===== config.mk =====
export PLATFORM = sky130hd
export DESIGN_NAME = s1pnc_stage
export DESIGN_NICKNAME = d
export VERILOG_FILES = /design/src/sv/s1pnc_pkg.sv /design/src/sv/s1pnc_stage.sv
export SDC_FILE = /design/constraint.sdc
export NUM_CORES = 1
export LEC_CHECK = 0
export BUFFER_PORTS_ARGS = -buffer_cell sky130_fd_sc_hd__buf_2
export CELL_PAD_IN_SITES_DETAIL_PLACEMENT = 1
export CELL_PAD_IN_SITES_GLOBAL_PLACEMENT = 1
export CORE_AREA = 3 3 528 530
export CTS_CLUSTER_DIAMETER = 100
export DETAILED_ROUTE_END_ITERATION = 8
export DIE_AREA = 0 0 531 533
export PLACE_DENSITY = 0.34
export SYNTH_ARGS = -nofsm -noshare
export SYNTH_HDL_FRONTEND = slang
export SYNTH_SLANG_ARGS = --single-unit

===== constraint.sdc =====
create_clock -name clk_i -period 0.8 [get_ports clk_i]
set_clock_uncertainty 0.05 [all_clocks]
set_input_delay 0.16 -clock clk_i [delete_from_list [all_inputs] [get_ports clk_i]]
set_output_delay 0.16 -clock clk_i [all_outputs]
set_load 0.02 [all_outputs]

===== src/sv/s1pnc_pkg.sv =====
// Shared types, constants and round helpers for the SHA-1 nonce checker.
package s1pnc_pkg;

  localparam int unsigned MaxNonceLength = 15;
  localparam int unsigned PrefixLen      = 40;
  localparam int unsigned NumRounds      = 80;
  localparam int unsigned CfgIdxW        = 3;
  localparam int unsigned CfgDataW       = 64;

  localparam logic [CfgIdxW-1:0] CfgPrefix0  = 3'd0;
  localparam logic [CfgIdxW-1:0] CfgPrefix1  = 3'd1;
  localparam logic [CfgIdxW-1:0] CfgPrefix2  = 3'd2;
  localparam logic [CfgIdxW-1:0] CfgPrefix3  = 3'd3;
  localparam logic [CfgIdxW-1:0] CfgPrefix4  = 3'd4;
  localparam logic [CfgIdxW-1:0] CfgTarget01 = 3'd5;
  localparam logic [CfgIdxW-1:0] CfgTarget23 = 3'd6;
  localparam logic [CfgIdxW-1:0] CfgTarget4  = 3'd7;

  localparam logic [31:0] K0 = 32'h5A827999;
  localparam logic [31:0] K1 = 32'h6ED9EBA1;
  localparam logic [31:0] K2 = 32'h8F1BBCDC;
  localparam logic [31:0] K3 = 32'hCA62C1D6;
  localparam logic [31:0] H0 = 32'h67452301;
  localparam logic [31:0] H1 = 32'hEFCDAB89;
  localparam logic [31:0] H2 = 32'h98BADCFE;
  localparam logic [31:0] H3 = 32'h10325476;
  localparam logic [31:0] H4 = 32'hC3D2E1F0;

  typedef logic [31:0] word_t;

  typedef struct packed {
    word_t a;
    word_t b;
    word_t c;
    word_t d;
    word_t e;
  } hstate_t;

  // sideband carried along the pipe
  typedef struct packed {
    logic len_err;
  } side_t;

  function automatic word_t rotl(input word_t v, input int unsigned n);
    rotl = (v << n) | (v >> (32 - n));
  endfunction

  function automatic hstate_t round_step(input hstate_t s, input word_t w,
                                         input int unsigned r);
    word_t f;
    word_t k;
    hstate_t o;
    if (r < 20) begin
      f = (s.b & s.c) | (~s.b & s.d); k = K0;
    end else if (r < 40) begin
      f = s.b ^ s.c ^ s.d; k = K1;
    end else if (r < 60) begin
      f = (s.b & s.c) | (s.b & s.d) | (s.c & s.d); k = K2;
    end else begin
      f = s.b ^ s.c ^ s.d; k = K3;
    end
    o.a = rotl(s.a, 5) + f + s.e + w + k;
    o.b = s.a;
    o.c = rotl(s.b, 30);
    o.d = s.c;
    o.e = s.d;
    round_step = o;
  endfunction

endpackage


===== src/sv/s1pnc_stage.sv =====
// One SHA-1 round stage: a round plus schedule window advance, registered.
module s1pnc_stage import s1pnc_pkg::*; #(
  parameter int unsigned Round = 0
) (
  input  logic      clk_i,
  input  logic      rst_ni,
  input  logic      en_i,
  input  logic      valid_i,
  input  side_t     side_i,
  input  hstate_t   st_i,
  input  logic [511:0] win_i,
  output logic      valid_o,
  output side_t     side_o,
  output hstate_t   st_o,
  output logic [511:0] win_o
);
  // window holds w[r..r+15], w[r] in the top word
  word_t   wnew;
  hstate_t st_d;

  always_comb begin
    wnew = rotl(win_i[511-32*13 -: 32] ^ win_i[511-32*8 -: 32] ^
                win_i[511-32*2 -: 32] ^ win_i[511 -: 32], 1);
    st_d = round_step(st_i, win_i[511 -: 32], Round);
  end

  always_ff @(posedge clk_i or negedge rst_ni) begin
    if (!rst_ni) begin
      valid_o <= 1'b0;
    end else if (en_i) begin
      valid_o <= valid_i;
    end
  end

  always_ff @(posedge clk_i) begin
    if (en_i) begin
      side_o <= side_i;
      st_o   <= st_d;
      win_o  <= {win_i[479:0], wnew};
    end
  end
endmodule


==> results list <==
* Final cell utilization of the core: 20.7%
* Post-synthesis area per instance: 19.5 µm²
* Start of the worst register-to-register path: valid_o
- Status: finished with violations
- After synthesis the netlist holds a flip-flop and latch count of 674.
- Library cells used by synthesis: 48
- Leakage dissipation: 24.0 nW
- From synthesis to final layout, the design area changed by 124%.
- FILL cells: 30400
- Antenna violations before repair: 71
- Sum of net half-perimeters after detailed placement: 153 mm
- Effective utilization at floorplan: 9.26%
- The pre-antenna-repair detailed-routing pass consisted of 4 iterations.
- Reg-to-reg endpoint: valid_o
- Clock tree root driver cell: sky130_fd_sc_hd__clkbuf_16
* DRC errors left: 0
* # nets final: 4651
* Full die area: 0.283 mm²
* CTS max path bufs: 4
* Non-filler instance count after layout: 7545
- In the final timing run, aggregate negative setup slack is -568.71 ns.
- After clock tree synthesis, the clock-pin slew on the worst setup and hold paths is 0.06 ns.
- 1351 I/O pins were placed.
- Setup slack, reg-to-reg: -0.04 ns
* Final Worst Setup Slack: -2.17 ns
- Asr flop ratio synth: 0.148%
- Crit-path max FO: 5
* Classification of the worst setup path: in2reg
- Area of the placeable core: 0.274 mm²
* Final antenna-violating net count: 0
* Worst path cell trace: buf_8, inv_8, fa_1, fa_1, inv_2, ha_4, ha_4, inv_2, fa_2, nand2b_4, a21oi_4, o21ai_4, a211oi_4, a211oi_4, buf_4, o31a_1, nor3_2
* Leading register cell type out of synthesis: sky130_fd_sc_hd__edfxtp_1
* Kind of capture point of the worst setup path: register
* Max Fclk: 0.337 GHz
- The worst pin sits at a relative slew slack of 60.7%.
- Summed instance area of the synthesized netlist: 0.0254 mm²
- Cell with the largest stage delay on the worst path: sky130_fd_sc_hd__fa_1
- Share of the cycle needed by the critical path after routing: 371%
- STA puts the critical path data arrival time at 3.52 ns.
* Number of global-route vias before repair: 25300
- Remaining global-route overflow: 0
- Across all layers, the routed design uses 22400 vias.
- Depth of the CTS H-tree: 3
* Global placement routability congestion: 0.900
- Top cells by area, synth: sky130_fd_sc_hd__edfxtp_1 (80%), sky130_fd_sc_hd__fa_1 (4.8%), sky130_fd_sc_hd__ha_1 (3.1%)
* Endpoint, Worst Hold: win_o[292]
- Post-detailed-route wirelength per cell: 24.3 µm
* Setup violation total in the final timing report: 774
- Routed via count divided by cell count: 2.96
- Wire length of the first global-routing pass: 237 mm
- Cell with the most instances after synthesis: sky130_fd_sc_hd__edfxtp_1
* Worst hold slack: -0.163 ns
- On the worst path, the slowest cell contributes a delay of 0.51 ns.
* Cell accounting for the most synthesized area: sky130_fd_sc_hd__edfxtp_1
- The count of final hold-check violations was 51.
- Post-synth EDFFs: 673
- Number of buffer cells added on primary ports: 1350
* Hold path depth: 2
* Initial DRC Count: 900
- The worst register-to-register path has a depth of 1.
* Pin count of the biggest net entering global routing: 42
- Total Wirelength: 183 mm
* Number of warnings issued by yosys: 0
- Crit path required time: 1.35 ns
* Syn Nets: 2104
- Number of buffers created by CTS: 100
- The clock drives 674 sinks.
- For the finished layout, the period the worst path requires is 2.97 ns.
- Hold crit path type: in2reg
- The later pin in the worst-skew pair is clocked with a latency of 0.72 ns.
* Share of post-route cells with drive strength above 1: 49.9%
- Sequential-to-total area share from yosys stat: 79.8%
- Setup repair after global routing could not meet its margin everywhere.
* Launch instance of the worst min-delay path: en_i
- The checks that failed: hold timing, setup timing.
* TritonCTS clock tree: done
- After floorplanning, the core was divided into 192 placement rows.
* Die Width: 531 µm
- In the global route stage, overall resource usage came out at 12.4%.
- Counting every instance in the synthesized netlist gives 1303.
* Maximum Capacitance Violations: 0
- Measured slew at the worst slew-check pin: 0.573 ns
* Highest ir drop seen on vdd: 1280 µV
- Commonest cells in the netlist: sky130_fd_sc_hd__edfxtp_1 (673), sky130_fd_sc_hd__inv_1 (166), sky130_fd_sc_hd__xnor2_1 (86)
- STA classifies the critical path startpoint as an input port.
- Power density relative to cell area: 2410 mW/mm²
* Post-placement setup slack: -3.27 ns
- In this run the biggest area consumer among cell types represents 79.7% of the synthesized area.
- The final count of pins violating max slew is 0.
* Inst Count DP: 6510
- The die is 533 µm tall.
-- logic make-up (layout without fill, tap and decap cells) --
group / count (synthesis) / in the layout / share of synthesized area [%]
flops: 674 / 674 / 79.8
buf+inv: 171 / 2789 / 2.53
xor+xnor: 126 / 126 / 4.35
fa+ha+maj: 124 / 124 / 7.92
compound gates: 92 / 92 / 2.34
simple gates: 81 / 81 / 1.60
mux: 35 / 35 / 1.49
other cells: 0 / 35 / 0
-- sequential cells by signal, summed over array words and instances, names as in the netlist --
register,count
st_o,160
side_o,1
win_o,512
valid_o,1
-- layout make-up --
class	count	area, µm²	share of cell area (%)
tap	3589	4490	7.90
antenna	35	87.6	0.154
timing repair buffer	2450	22500	39.7
clock buffer	114	2550	4.50
inverter	166	671	1.18
clock inverter	59	627	1.10
multi-input combinational	458	5610	9.87
sequential	674	20200	35.6
-- worst max-delay path: cells and delay by family --
kind / cells / cell delay, ns
buffers and inverters: 5 / 0.37
adders and majority gates: 5 / 1.76
and+or+nand+nor: 2 / 0.27
AOI/OAI and AO/OA: 5 / 0.96
-- per-layer routing --
layer,wire length (µm),vias up,global-route usage [%],part of all wire [%]
met1,73200,11200,14.6,40
li1,-,9918,-,-
met2,91600,984,22.1,50
met4,4820,20,2.95,2.6
met5,112,-,0,0.061
met3,13400,220,3.45,7.3
-- layout by cell type (no fill, tap or decap), types with 17 or more instances in the layout --
cell / instances
sky130_fd_sc_hd__xor2_1: 36
sky130_fd_sc_hd__buf_12: 97
sky130_fd_sc_hd__buf_4: 254
sky130_fd_sc_hd__inv_1: 132
sky130_fd_sc_hd__inv_2: 24
sky130_fd_sc_hd__mux2_2: 22
sky130_fd_sc_hd__clkbuf_16: 100
sky130_fd_sc_hd__buf_2: 680
sky130_fd_sc_hd__clkinv_1: 20
sky130_fd_sc_hd__dlygate4sd3_1: 697
sky130_fd_sc_hd__fa_1: 44
sky130_fd_sc_hd__fa_2: 17
sky130_fd_sc_hd__buf_6: 582
sky130_fd_sc_hd__ha_1: 26
sky130_fd_sc_hd__xnor2_1: 70
sky130_fd_sc_hd__edfxtp_1: 673
sky130_fd_sc_hd__ha_4: 34
sky130_fd_sc_hd__dlymetal6s4s_1: 134
sky130_fd_sc_hd__diode_2: 35
-- power by group --
| part | leakage, nW | total (W) | internal (W) | switching [W] |
|---|---|---|---|---|
| clock | 1.56 | 0.0442 | 0.0264 | 0.0178 |
| sequential | 6.60 | 0.0460 | 0.0437 | 0.00233 |
| combinational | 15.9 | 0.0465 | 0.0233 | 0.0233 |
-- worst max-delay path by stage --
stage,startpoint,end,slack [ns],depth (start not counted)
2_1_floorplan,st_i[16],st_o[156],-2.58,13
3_3_place_gp,win_i[493],st_o[154],-3.37,17
3_5_place_dp,win_i[493],st_o[154],-3.27,17
4_1_cts,st_i[156],st_o[159],-2.19,17
5_1_grt,win_i[481],st_o[159],-2.22,17
6_report,win_i[481],st_o[159],-2.17,17
-- repair_timing --
action | 4_1_cts | 5_1_grt
pin swaps | 55 | 52
hold endpoints to repair | 1180 | 192
buffers inserted | 14 | 6
setup endpoints to repair | 706 | 1010
gates resized for setup | 765 | 757
hold buffers | 967 | 22
-- metrics by stage --
stage	instance area (µm²)	hold slack (ns)	power [W]
4_1_cts	56000	-0.274	0.137
6_report	56800	-0.163	0.137
3_5_place_dp	40500	-0.106	0.0824
2_1_floorplan	25800	-0.186	0.0605
5_1_grt	56800	-0.225	0.144
3_3_place_gp	40500	-0.105	0.0825
Power figures use the tool's default switching activity.
